`config.mk`:
```
export PLATFORM = sky130hd
export DESIGN_NAME = pvbu_div
export DESIGN_NICKNAME = d
export VERILOG_FILES = /design/src/pvbu_div.sv
export SDC_FILE = /design/constraint.sdc
export NUM_CORES = 1
export LEC_CHECK = 0
export BUFFER_PORTS_ARGS = -buffer_cell sky130_fd_sc_hd__buf_2
export CAP_MARGIN = 20
export CORE_UTILIZATION = 49
export DETAILED_ROUTE_END_ITERATION = 8
export GPL_TIMING_DRIVEN = 1
export PLACE_DENSITY = 0.76
export SETUP_SLACK_MARGIN = 0.2
export SLEW_MARGIN = 10
export SYNTH_ARGS = -nofsm -noshare
export SYNTH_HDL_FRONTEND = slang
export SYNTH_SLANG_ARGS = --single-unit
```
`constraint.sdc`:
```
create_clock -name clk -period 3.1 [get_ports clk]
set_input_delay 0.775 -clock clk [delete_from_list [all_inputs] [get_ports clk]]
set_output_delay 0.775 -clock clk [all_outputs]
set_load 0.05 [all_outputs]
```
`src/pvbu_div.sv`:
```
`default_nettype none
module pvbu_div #(
  parameter int unsigned NW = 29
) (
  input  wire logic          clk,
  input  wire logic          rst,
  input  wire logic          start,
  input  wire logic [NW-1:0] num,
  input  wire logic [4:0]    den,
  output logic               done,
  output logic [NW-1:0]      quo
);

  localparam int unsigned CW = $clog2(NW + 1);

  logic [4:0]    rem;
  logic [CW-1:0] cnt;
  logic          busy;
  logic [5:0]    r;

  assign r = {rem, quo[NW-1]};

  always_ff @(posedge clk) begin
    if (rst) begin
      busy <= 1'b0;
      done <= 1'b0;
      cnt  <= '0;
    end else if (start) begin
      busy <= 1'b1;
      done <= 1'b0;
      cnt  <= CW'(NW);
    end else if (busy) begin
      cnt <= cnt - 1'b1;
      if (cnt == CW'(1)) begin
        busy <= 1'b0;
        done <= 1'b1;
      end
    end
  end

  // restoring division, numerator shifts out as quotient shifts in
  always_ff @(posedge clk) begin
    if (start) begin
      rem <= '0;
      quo <= num;
    end else if (busy) begin
      if (r >= {1'b0, den}) begin
        rem <= 5'(r - {1'b0, den});
        quo <= {quo[NW-2:0], 1'b1};
      end else begin
        rem <= r[4:0];
        quo <= {quo[NW-2:0], 1'b0};
      end
    end
  end

endmodule
`default_nettype wire

```
==> flow_metrics.tcl <==
set metrics [dict create \
    ys_async_sr_fraction 0 \
    end_kind "flip-flop" \
    cpMaxStageDelayCell "or4_1" \
    synth_simple_gate_area_frac 0.0652 \
    hp-class "flip-flop to flip-flop" \
    fin_crit_sh 0.746 \
    ys_types 34 \
    seq_area_frac_synth 0.567 \
    synth_top_family_by_area "multiplexers" \
    synth.most_common_cell "edfxtp_1" \
    postLayoutCellArea_sq_um 2450 \
    post_cts_buffers 0 \
    synthTopCellsByCount "edfxtp_1, mux2_2, dfxtp_1" \
    r2r.worst_path.cells 8 \
    switching_share 0.312 \
    place_congestion 0.853 \
    fin_worst_skew_ns 0.00607 \
    reg2reg_slack_ns 0.82 \
    diodes 0 \
    pin_count 67 \
    core_sq_um 3740 \
    netlist_area_sq_um 1960 \
    slew_viol_final 0 \
    synth_compound_area_frac 0.0933 \
    io_buffer_count 66 \
    grt_antenna_before_repair 0 \
    p_int_w 0.00101 \
    tightest_slew_ns 0.531 \
    ys_top_cells_by_area "edfxtp_1, mux2_2, dfxtp_1, ha_1, a21oi_1" \
    hold_end "done" \
    drtAntennaViolNets 0 \
    cts_sinks 41 \
    yosysWarnings 0 \
    final-hold-violation-count 0 \
    power_w 0.00147 \
    critPathMaxFanout 3 \
    grt_pass1_wl_mm 6.20 \
    first_iter_violations 80 \
    synthToLayoutAreaGrowth_pct 24.9 \
    dpl_cell_area_sq_um 2340 \
    max_freq_ghz 0.432 \
    seqPwrFrac 0.469 \
    core.rowCount 22 \
    post_cts_resized 0 \
    die_area_sq_um 4250 \
    synth_fa_ha_area_frac 0.0550 \
    grt_usage 0.198 \
    synth_cells 150 \
    grt_pass1_vias 1396 \
    crit_type "input pin to flip-flop" \
    min-delay-start "done" \
    setup_viol 0 \
    gr-total-overflow 0 \
    rsz0062_at_grt "no" \
    synth_ff_type "edfxtp_1" \
    avgSynthCellArea_sq_um 13.1 \
    drive_gt1_frac 0.473 \
    relSlewSlack 0.645 \
    crit_chain "buf_2, ha_1, inv_1, fa_1, a211o_1, o211a_1, or4_1, o311ai_1" \
    start_util 0.523 \
    cts_buffer_depth 2 \
    synth_nets 195 \
    r2r-start "quo[28]" \
    yosys_register_bits 41 \
    clock_latency_ns 0.29 \
    maxCapViolCount 0 \
    cts_max_level 2 \
    synth-edff-count 29 \
    finalWirelength_mm 3.91 \
    dpl.hpwl_mm 2.82 \
    wl_per_cell_um 14.6 \
    yosys-mux-area-fraction 0.161 \
    yosys.area.top_type "edfxtp_1" \
    worstPathRequired_ns 3.30 \
    cp_slowest_stage_delay_ns 0.52 \
    routed-via-count 1477 \
    final.setup.tns_ns 0 \
    avgViaCountPerCell 5.51 \
    drc 0 \
    grt_max_degree 34 \
    tritoncts "built" \
    fin_crit_ns 2.31 \
    status "finished clean" \
    clkPwrFrac 0.279 \
    cts_made_buffers 5 \
    critPathLaunchType "input pin" \
    p_leak_nw 1.06 \
    switchingPower_w 0.000459 \
    peakVddDrop_mv 0.385 \
    nets 264 \
    cts.clk_slew.worst_paths_ns 0.07 \
    arrival_ns 2.51 \
    die_w_um 65.2 \
    synthXorXnorAreaFrac 0.0268 \
    cts_hold_buf 0 \
    netlist.area_leader.share 0.445 \
    p_comb_frac 0.252 \
    power_per_cell_area_nw_per_um2 602 \
    cts_root_buf "clkbuf_8" \
    min_path_cells 2 \
    rr_endpoint "rem[2]" \
    drt_pass1_iterations 4 \
    die_h_um 65.2 \
]
-- power groups by stage --
stage / registers, W / clock network, W / logic (W)
floorplan: 0.000843 / 0 / 0.000134
global placement: 0.000699 / 0 / 0.000362
detailed placement: 0.000702 / 0 / 0.000370
CTS: 0.000691 / 0.000422 / 0.000371
global route: 0.000697 / 0.000443 / 0.000393
finish: 0.000691 / 0.000411 / 0.000371
-- critical path, delay by kind of cell --
| kind | cells | cell delay [ns] |
|---|---|---|
| AOI/OAI and AO/OA | 3 | 0.52 |
| adders and majority gates | 2 | 0.56 |
| buffers and inverters | 2 | 0.13 |
| and+or+nand+nor | 1 | 0.52 |
-- stage by stage --
| step | util | setup slack (ns) | hold WS, ns | instances |
|---|---|---|---|---|
| 6_report | 0.653 | 0.788 | 0.516 | 268 |
| 5_1_grt | 0.653 | 0.704 | 0.532 | 268 |
| 4_1_cts | 0.653 | 0.790 | 0.515 | 268 |
| 3_5_place_dp | 0.625 | 0.488 | 0.498 | 260 |
| 3_3_place_gp | 0.625 | 0.559 | 0.486 | 260 |
| 2_1_floorplan | - | 0.676 | 0.468 | 150 |
-- logic make-up after synthesis --
family / count (synthesis)
buffers and inverters: 16
xor gates and xnor gates: 6
muxes: 28
and+or+nand+nor: 24
DFF: 41
adders and majority gates: 8
AOI/OAI and AO/OA: 27
-- cells in the final DEF, fill, tap and decap left out, drive strengths merged, types with 2 or more instances in the layout --
| master | count |
|---|---|
| ha | 7 |
| and3 | 2 |
| nor2b | 2 |
| buf | 68 |
| o21ai | 3 |
| a211oi | 2 |
| a211o | 3 |
| dfxtp | 12 |
| nor3 | 2 |
| edfxtp | 29 |
| nor2 | 5 |
| mux2 | 28 |
| nand2 | 6 |
| a21oi | 10 |
| clkbuf | 6 |
| a311oi | 2 |
| inv | 10 |
| nand3 | 2 |
| xnor2 | 5 |
-- how the worst max path moves through the flow --
stage                     startpoint      to  slack [ns]  cells past startpoint
after floorplan               den[0]  rem[2]        0.68                      7
after global placement        den[0]  rem[2]        0.56                      8
after detailed placement      den[0]  rem[2]        0.49                      8
after CTS                     den[0]  rem[2]        0.79                      8
after global routing         quo[28]  rem[2]        0.70                      8
final                         den[0]  rem[2]        0.79                      8
-- metal layers --
layer,GRT usage,wire (um),up-vias
met5,0,0,-
met4,0.0897,80,0
met3,0.0712,341,10
met2,0.318,1850,69
met1,0.236,1640,695
li1,-,-,703
-- flip-flops by register name, indices dropped and copies added, names as in the netlist --
register and flops:
cnt 5, rem 5, quo 29, busy 1, done 1
-- final cells by class --
type / instances / area [sq um]
Fill cell: 306 / 1300
Sequential cell: 41 / 1110
Multi-Input combinational cell: 93 / 786
Timing Repair Buffer: 68 / 345
Clock buffer: 6 / 72.6
Tap cell: 48 / 60.1
Inverter: 10 / 37.5
Clock inverter: 2 / 33.8
Power figures use the tool's default switching activity.
