**config.mk**
```make
export PLATFORM = sky130hd
export DESIGN_NAME = pvbu_cell
export DESIGN_NICKNAME = d
export VERILOG_FILES = /design/src/pvbu_pkg.sv /design/src/pvbu_cell.sv
export SDC_FILE = /design/constraint.sdc
export NUM_CORES = 1
export LEC_CHECK = 0
export BUFFER_PORTS_ARGS = -buffer_cell sky130_fd_sc_hd__buf_2
export CAP_MARGIN = 15
export CORE_MARGIN = 4
export CORE_UTILIZATION = 55
export DETAILED_ROUTE_END_ITERATION = 10
export GPL_TIMING_DRIVEN = 0
export PLACE_DENSITY = 0.89
export SLEW_MARGIN = 5
export SYNTH_ARGS = -nofsm -noshare
export SYNTH_HDL_FRONTEND = slang
export SYNTH_SLANG_ARGS = --single-unit
```
**constraint.sdc**
```tcl
create_clock -name clk -period 4.6 [get_ports clk]
set_clock_uncertainty 0.2 [all_clocks]
set_input_delay 0 -clock clk [delete_from_list [all_inputs] [get_ports clk]]
set_output_delay 0 -clock clk [all_outputs]
set_load 0.01 [all_outputs]
```
**src/pvbu_pkg.sv**
```systemverilog
`default_nettype none
package pvbu_pkg;

  localparam int unsigned MAX_FFT_DEF      = 4096;
  localparam int unsigned PHASE_BITS_DEF   = 16;
  localparam int unsigned CORDIC_STEPS_DEF = 16;

  localparam int unsigned LG_MIN = 5;

  // 1/K^2 in Q30
  localparam logic [28:0] INV_K2_Q30 = 29'd395948868;

  typedef enum logic [2:0] {
    CFG_OVERLAP    = 3'd0,
    CFG_RETENTION  = 3'd1,
    CFG_SCALE      = 3'd2,
    CFG_PHASE_GAIN = 3'd3,
    CFG_FFT_LOG2   = 3'd4
  } cfg_index_t;

  // atan(2^-k) in turns, rounded to p fraction bits
  function automatic logic [31:0] angle_step(input int unsigned k, input int unsigned p);
    logic [63:0] t;
    case (k)
      0:  t = 64'd536870912;
      1:  t = 64'd316933406;
      2:  t = 64'd167458907;
      3:  t = 64'd85004756;
      4:  t = 64'd42667331;
      5:  t = 64'd21354465;
      6:  t = 64'd10679838;
      7:  t = 64'd5340245;
      8:  t = 64'd2670163;
      9:  t = 64'd1335087;
      10: t = 64'd667544;
      11: t = 64'd333772;
      12: t = 64'd166886;
      13: t = 64'd83443;
      14: t = 64'd41722;
      15: t = 64'd20861;
      16: t = 64'd10430;
      17: t = 64'd5215;
      18: t = 64'd2608;
      19: t = 64'd1304;
      20: t = 64'd652;
      21: t = 64'd326;
      22: t = 64'd163;
      23: t = 64'd81;
      default: t = 64'd0;
    endcase
    t = (t + (64'd1 << (31 - p))) >> (32 - p);
    return t[31:0];
  endfunction

  function automatic logic [23:0] sat24(input logic signed [29:0] v);
    logic [23:0] r;
    if (v > 30'sd8388607) r = 24'h7FFFFF;
    else if (v < -30'sd8388608) r = 24'h800000;
    else r = v[23:0];
    return r;
  endfunction

endpackage
`default_nettype wire

```
**src/pvbu_cell.sv**
```systemverilog
`default_nettype none
module pvbu_cell #(
  parameter int unsigned XW = 35,
  parameter int unsigned ZW = 18,
  parameter int unsigned P  = 16,
  parameter int unsigned K  = 0
) (
  input  wire logic                 clk,
  input  wire logic                 rst,
  input  wire logic                 in_valid,
  input  wire logic                 in_rot,
  input  wire logic signed [XW-1:0] x_in,
  input  wire logic signed [XW-1:0] y_in,
  input  wire logic signed [ZW-1:0] z_in,
  output logic                      out_valid,
  output logic                      out_rot,
  output logic signed [XW-1:0]      x_out,
  output logic signed [XW-1:0]      y_out,
  output logic signed [ZW-1:0]      z_out
);

  localparam logic signed [ZW-1:0] A = ZW'(pvbu_pkg::angle_step(K, P));

  logic signed [XW-1:0] xs, ys;
  assign xs = x_in >>> K;
  assign ys = y_in >>> K;

  always_ff @(posedge clk) begin
    if (rst) begin
      out_valid <= 1'b0;
    end else begin
      out_valid <= in_valid;
    end
  end

  always_ff @(posedge clk) begin
    out_rot <= in_rot;
    if (in_rot) begin
      if (z_in >= 0) begin
        x_out <= x_in - ys;
        y_out <= y_in + xs;
        z_out <= z_in - A;
      end else begin
        x_out <= x_in + ys;
        y_out <= y_in - xs;
        z_out <= z_in + A;
      end
    end else begin
      if (y_in >= 0) begin
        x_out <= x_in + ys;
        y_out <= y_in - xs;
        z_out <= z_in + A;
      end else begin
        x_out <= x_in - ys;
        y_out <= y_in + xs;
        z_out <= z_in - A;
      end
    end
  end

endmodule
`default_nettype wire

```
==> metrics, run 1 <==
most instantiated library cell after synthesis a21oi_1; Clock Path Buffers 2; period utilization 0.8592; final slew viol count 0; routed vias 9046; initial drt markers 1113; headroom to the max-slew limit 0.4206; Clock Sinks 89; post-synth cell types slightly above 70; Final Hold Vio Count 0; Setup crit start kind primary input; post-synth net total 1260; ANT nets after route 0; vias in the first global route 8717; area leader, netlist dfxtp_1; worst ir drop on vdd ~180 uV; placed wire-length estimate 22550 um; Max Fanout on Critical Path 3; Detailed Route WL 29540 um; row count 43; sequential fraction of the synthesis area 0.2209; Async SR Flop Fraction 0; CTS HTree Levels 3; worst-margin pin slew 858.2 ps; gr usage total 0.3467; root cell of the clock tree clkbuf_16; Layout Cells excl Fill 1469; EDFF count, synth 0; clock transition at the registers of the reported paths about 70 ps; status finished, final reports clean; CP Class primary input to register; Remaining Overflow, GRT 0; TritonCTS clock tree yes; share of cells above drive strength 1 0.1761; finished layout cell area 9809 um2; crit path DAT 4000 ps; Area Overhead vs Synth 21.63%; power per standard cell area 314.6 nW/um2; synthesized area per cell 7.602 um2; core area 14100 um2; Remaining DRCs 0; Post-Route Setup TNS 0 ps; die height 129.1 um; Num CTS Buffers 9; vias per cell just over 6; HP Class primary input to register; post-CTS sizing 0; fin crit period about 4000 ps; Placed Cells 1420; final core utilization 0.6959; WL per Instance roughly 20 um; Synth area leaders dfxtp_1, ha_1, a21oi_1; Max Freq 253.0 MHz; Starting Density 0.5722; Tot Pwr around 3.1 mW; # setup viols final 0; cell area after synthesis 8065 um2; Buffers on Ports 179; RSZ-0062 raised after global routing no; area of the multi-input gates 5648 um2; die area roughly 17000 um2; NumNets Final 1483; initial antenna violation count 0; max_cap viols 0; Setup crit end kind register; register area 1782 um2; I/O pin cnt 182; Synth top area share 0.2209; dpl cell area a little over 9000 um2; Worst Path Required 4650 ps; synth warn 0; Synth top cells by count a21oi_1, inv_1, ha_1; Cells after Synth 1061; largest net degree at the start of global routing 19; TritonRoute pass-1 iters 7; Final GP Congestion 1.030; ANT cells 0; first-pass GRT wire length between 40000 and 50000 um; die width 129.1 um; leakage power roughly 4.7 nW; Fill cells about 1200; Main synth FF type dfxtp_1; FF+latch count, synth 89
==> per-stage QoR <==
stage | hold slack [ps] | setup WS (ps)
6_report | 19.70 | 647.9
5_1_grt | 65.74 | 585.7
4_1_cts | 10.77 | 745.2
3_5_place_dp | -96.38 | 951.7
3_3_place_gp | -97.78 | 950.6
2_1_floorplan | -172.3 | 1830
==> kinds of logic (layout without fill, tap and decap cells) <==
group | count (synthesis) | after routing | share of synthesized area
flip-flops | 89 | 89 | 0.2209
multiplexers | 18 | 18 | 0.02234
AND/OR/NAND/NOR | 253 | 253 | 0.1497
adder cells (fa/ha/maj) | 107 | 107 | 0.1688
XOR/XNOR | 70 | 70 | 0.07602
AO/OA/AOI/OAI | 361 | 361 | 0.2834
buffers and inverters | 163 | 391 | 0.07881
==> final cells by class <==
cell class / count / area share
buffer: 50 / 0.02156
clock inverter: 7 / 0.006888
multi-input combinational: 809 / 0.5758
timing repair buffer: 212 / 0.1250
clock buffer: 9 / 0.02296
sequential: 89 / 0.1816
inverter: 113 / 0.04324
tap: 180 / 0.02296
==> registers in the layout, summed over array words and instances (netlist names) <==
name and cells:
x_out 35, y_out 34, z_out 18, out_rot 1
out_valid 1
==> layout by cell type, fill, tap and decap left out, types with 18 or more instances in the layout <==
cell and count:
dlygate4sd3_1 33, clkbuf_1 29, nand2_1 49, a21oi_1 139
dfxtp_1 89, o21ai_0 66, nor2_1 90, mux2i_1 18
inv_1 107, ha_1 104, o21bai_1 21, buf_2 192
xnor2_1 62, a21o_1 22, nor3_1 24
==> per-layer routing <==
metal | share of wire | GRT usage | wire [um] | vias to the layer above
li1 | - | - | - | 4164
met1 | 0.41 | 0.4669 | 12090 | 4185
met2 | 0.44 | 0.5433 | 12950 | 620
met3 | 0.12 | 0.07791 | 3597 | 77
met4 | 0.031 | 0.1316 | 914 | 0
met5 | 0 | 0 | 0 | -
==> what timing repair did <==
action                                 4_1_cts  5_1_grt
hold buffers                                33        0
endpoints found under the hold margin       26        0
setup buffers                                0        0
==> critical path, stage by stage <==
cell           delay, ps
dlygate4sd3_1        540
buf_2                140
ha_1                 210
fa_1                 420
nor2b_1              180
o211ai_2             260
a2111oi_1            200
o311ai_1             500
a31oi_1              290
a2111o_1             520
a311o_1              320
a22o_1               280
xnor2_1              130
==> path summary, 6_finish.rpt <==
path | from | endpoint | slack, ps | cells past startpoint
min | y_in[6] | x_out[6] | 20 | 4
max | y_in[0] | y_out[32] | 650 | 13
==> power by group <==
group / switching [mW] / total (mW) / internal [mW]
Combinational: 0.828 / 1.34 / 0.516
Sequential: 0.0521 / 0.994 / 0.942
Clock: 0.368 / 0.748 / 0.380
Total: 1.25 / 3.09 / 1.84
Power figures use the tool's default switching activity.
==> run 2, diff against run 1 <==
- CTS_CLUSTER_SIZE: default -> 28
- PLACE_DENSITY: 0.89 -> 0.93
==> run 2 against run 1 <==
Critical path depth is the same; flip-flop and latch count did not move; combinational power barely moved; clock power is 6.7% higher; sequential power about the same; core utilization barely moved; non-clock buffer count fell by 1; via count grew 2.1%; critical endpoint unchanged.
==> metrics, run 2 (same netlist as run 1, synthesis figures left out) <==
slowest cell on the critical path dlygate4sd3_1; CP Class primary input to register; Starting Density 0.5722; headroom to the max-slew limit 0.3283; crit path DAT between 3000 and 4000 ps; ANT nets after route 0; Detailed Route WL 31170 um; WL per Instance 21.23 um; status finished, final reports clean; row count 43; Final Hold Vio Count 0; ANT cells 0; Biggest register x_out; share of cells above drive strength 1 0.1762; cts hold-fix bufs 32; Largest regs x_out: 35 flops, y_out: 34 flops, z_out: 18 flops; commonest non-fill, non-tap cell in the layout buf_2; clock transition at the registers of the reported paths around 70 ps; Clock Path Buffers 2; vias in the first global route about 9000; die width 129.1 um; commonest cells after routing, fill and taps aside buf_2, a21oi_1, inv_1; worst-margin pin slew just over 1000 ps; Remaining DRCs 0; final slew viol count 0; Setup Fix Bufs, Post-CTS 0; Max Fanout on Critical Path 3; routed vias 9235; core area 14100 um2; Clock Sinks 89; worst ir drop on vdd 222.2 uV; gr usage total 0.3645; root cell of the clock tree clkbuf_16; TritonCTS clock tree yes; RSZ-0062 raised after global routing no; initial antenna violation count 0; Buffers on Ports 179; Worst Path Required 4640 ps; die area 16670 um2; die height 129.1 um; Setup crit start kind primary input; Worst Path Buf+Inv 2; TritonRoute pass-1 iters 8; Remaining Overflow, GRT 0; I/O pin cnt approximately 180; Crit path max-delay family compound AO/OA/AOI/OAI gates; NumNets Final 1482; critical path cell sequence dlygate4sd3_1 -> buf_2 -> ha_1 -> fa_1 -> nor2b_1 -> o211ai_2 -> a2111oi_1 -> o311ai_1 -> a31oi_1 -> a2111o_1 -> a311o_1 -> a22o_1 -> xnor2_1; CP max stage delay roughly 540 ps; max_cap viols 0; fin crit period just under 4000 ps; post-CTS sizing 0; Setup crit end kind register; Num CTS Buffers 9; vias per cell 6.291; first-pass GRT wire length 47770 um; Post-Route Setup TNS 0 ps; Tot Pwr about 3.2 mW; Final GP Congestion around 1.0; leakage power 4.664 nW; # setup viols final 0; CTS HTree Levels 3; power per standard cell area between 300 and 400 nW/um2; Setup WS pre-CTS ~1000 ps; placed wire-length estimate between 20000 and 25000 um; initial drt markers 1402; largest net degree at the start of global routing 18; period utilization 0.8462; worst hold slack 39.90 ps; dpl cell area 9186 um2; Max Freq 256.9 MHz; max reg flops 35; Area Overhead vs Synth 21.70%; HP Class primary input to register; setup ws final a little over 700 ps; finished layout cell area slightly below 10000 um2
[run 2: cell types whose count changed in the layout (fill, tap and decap cells not counted)]
cell	before	now
clkinvlp_4	1	0
clkinv_2	0	1
inv_8	0	2
inv_6	4	2
dlygate4sd3_1	33	32
bufinv_16	0	1
clkinv_8	1	0
[run 2: where the power goes]
part | switching (mW) | total, mW | internal [mW]
registers | 0.0527 | 0.995 | 0.942
clock network | 0.364 | 0.798 | 0.434
logic | 0.856 | 1.37 | 0.516
[run 2: layout make-up]
type	count	area, um2
Fill cell	1195	4280
Sequential cell	89	1782
Clock buffer	9	225.2
Tap cell	180	225.2
Multi-Input combinational cell	809	5648
Inverter	113	424.2
Timing Repair Buffer	211	1216
Buffer	50	211.5
Clock inverter	7	83.83
[run 2: final timing paths]
kind	from	endpoint	cells past startpoint
setup / recovery	y_in[0]	y_out[32]	13
hold / removal	y_in[14]	x_out[14]	4
[run 2: metrics by stage]
stage / util / std cells
3_5_place_dp: 0.6517 / 1420
3_3_place_gp: 0.6517 / 1420
5_1_grt: 0.6963 / 1468
6_report: 0.6963 / 1468
2_1_floorplan: - / 1061
4_1_cts: 0.6963 / 1468
[run 2: metal layers]
metal,share of wire,routed length (um),global-route usage
met5,0,0,0
met4,0.035,1100,0.1242
met3,0.13,4080,0.09728
met2,0.44,13640,0.5747
met1,0.40,12350,0.4842
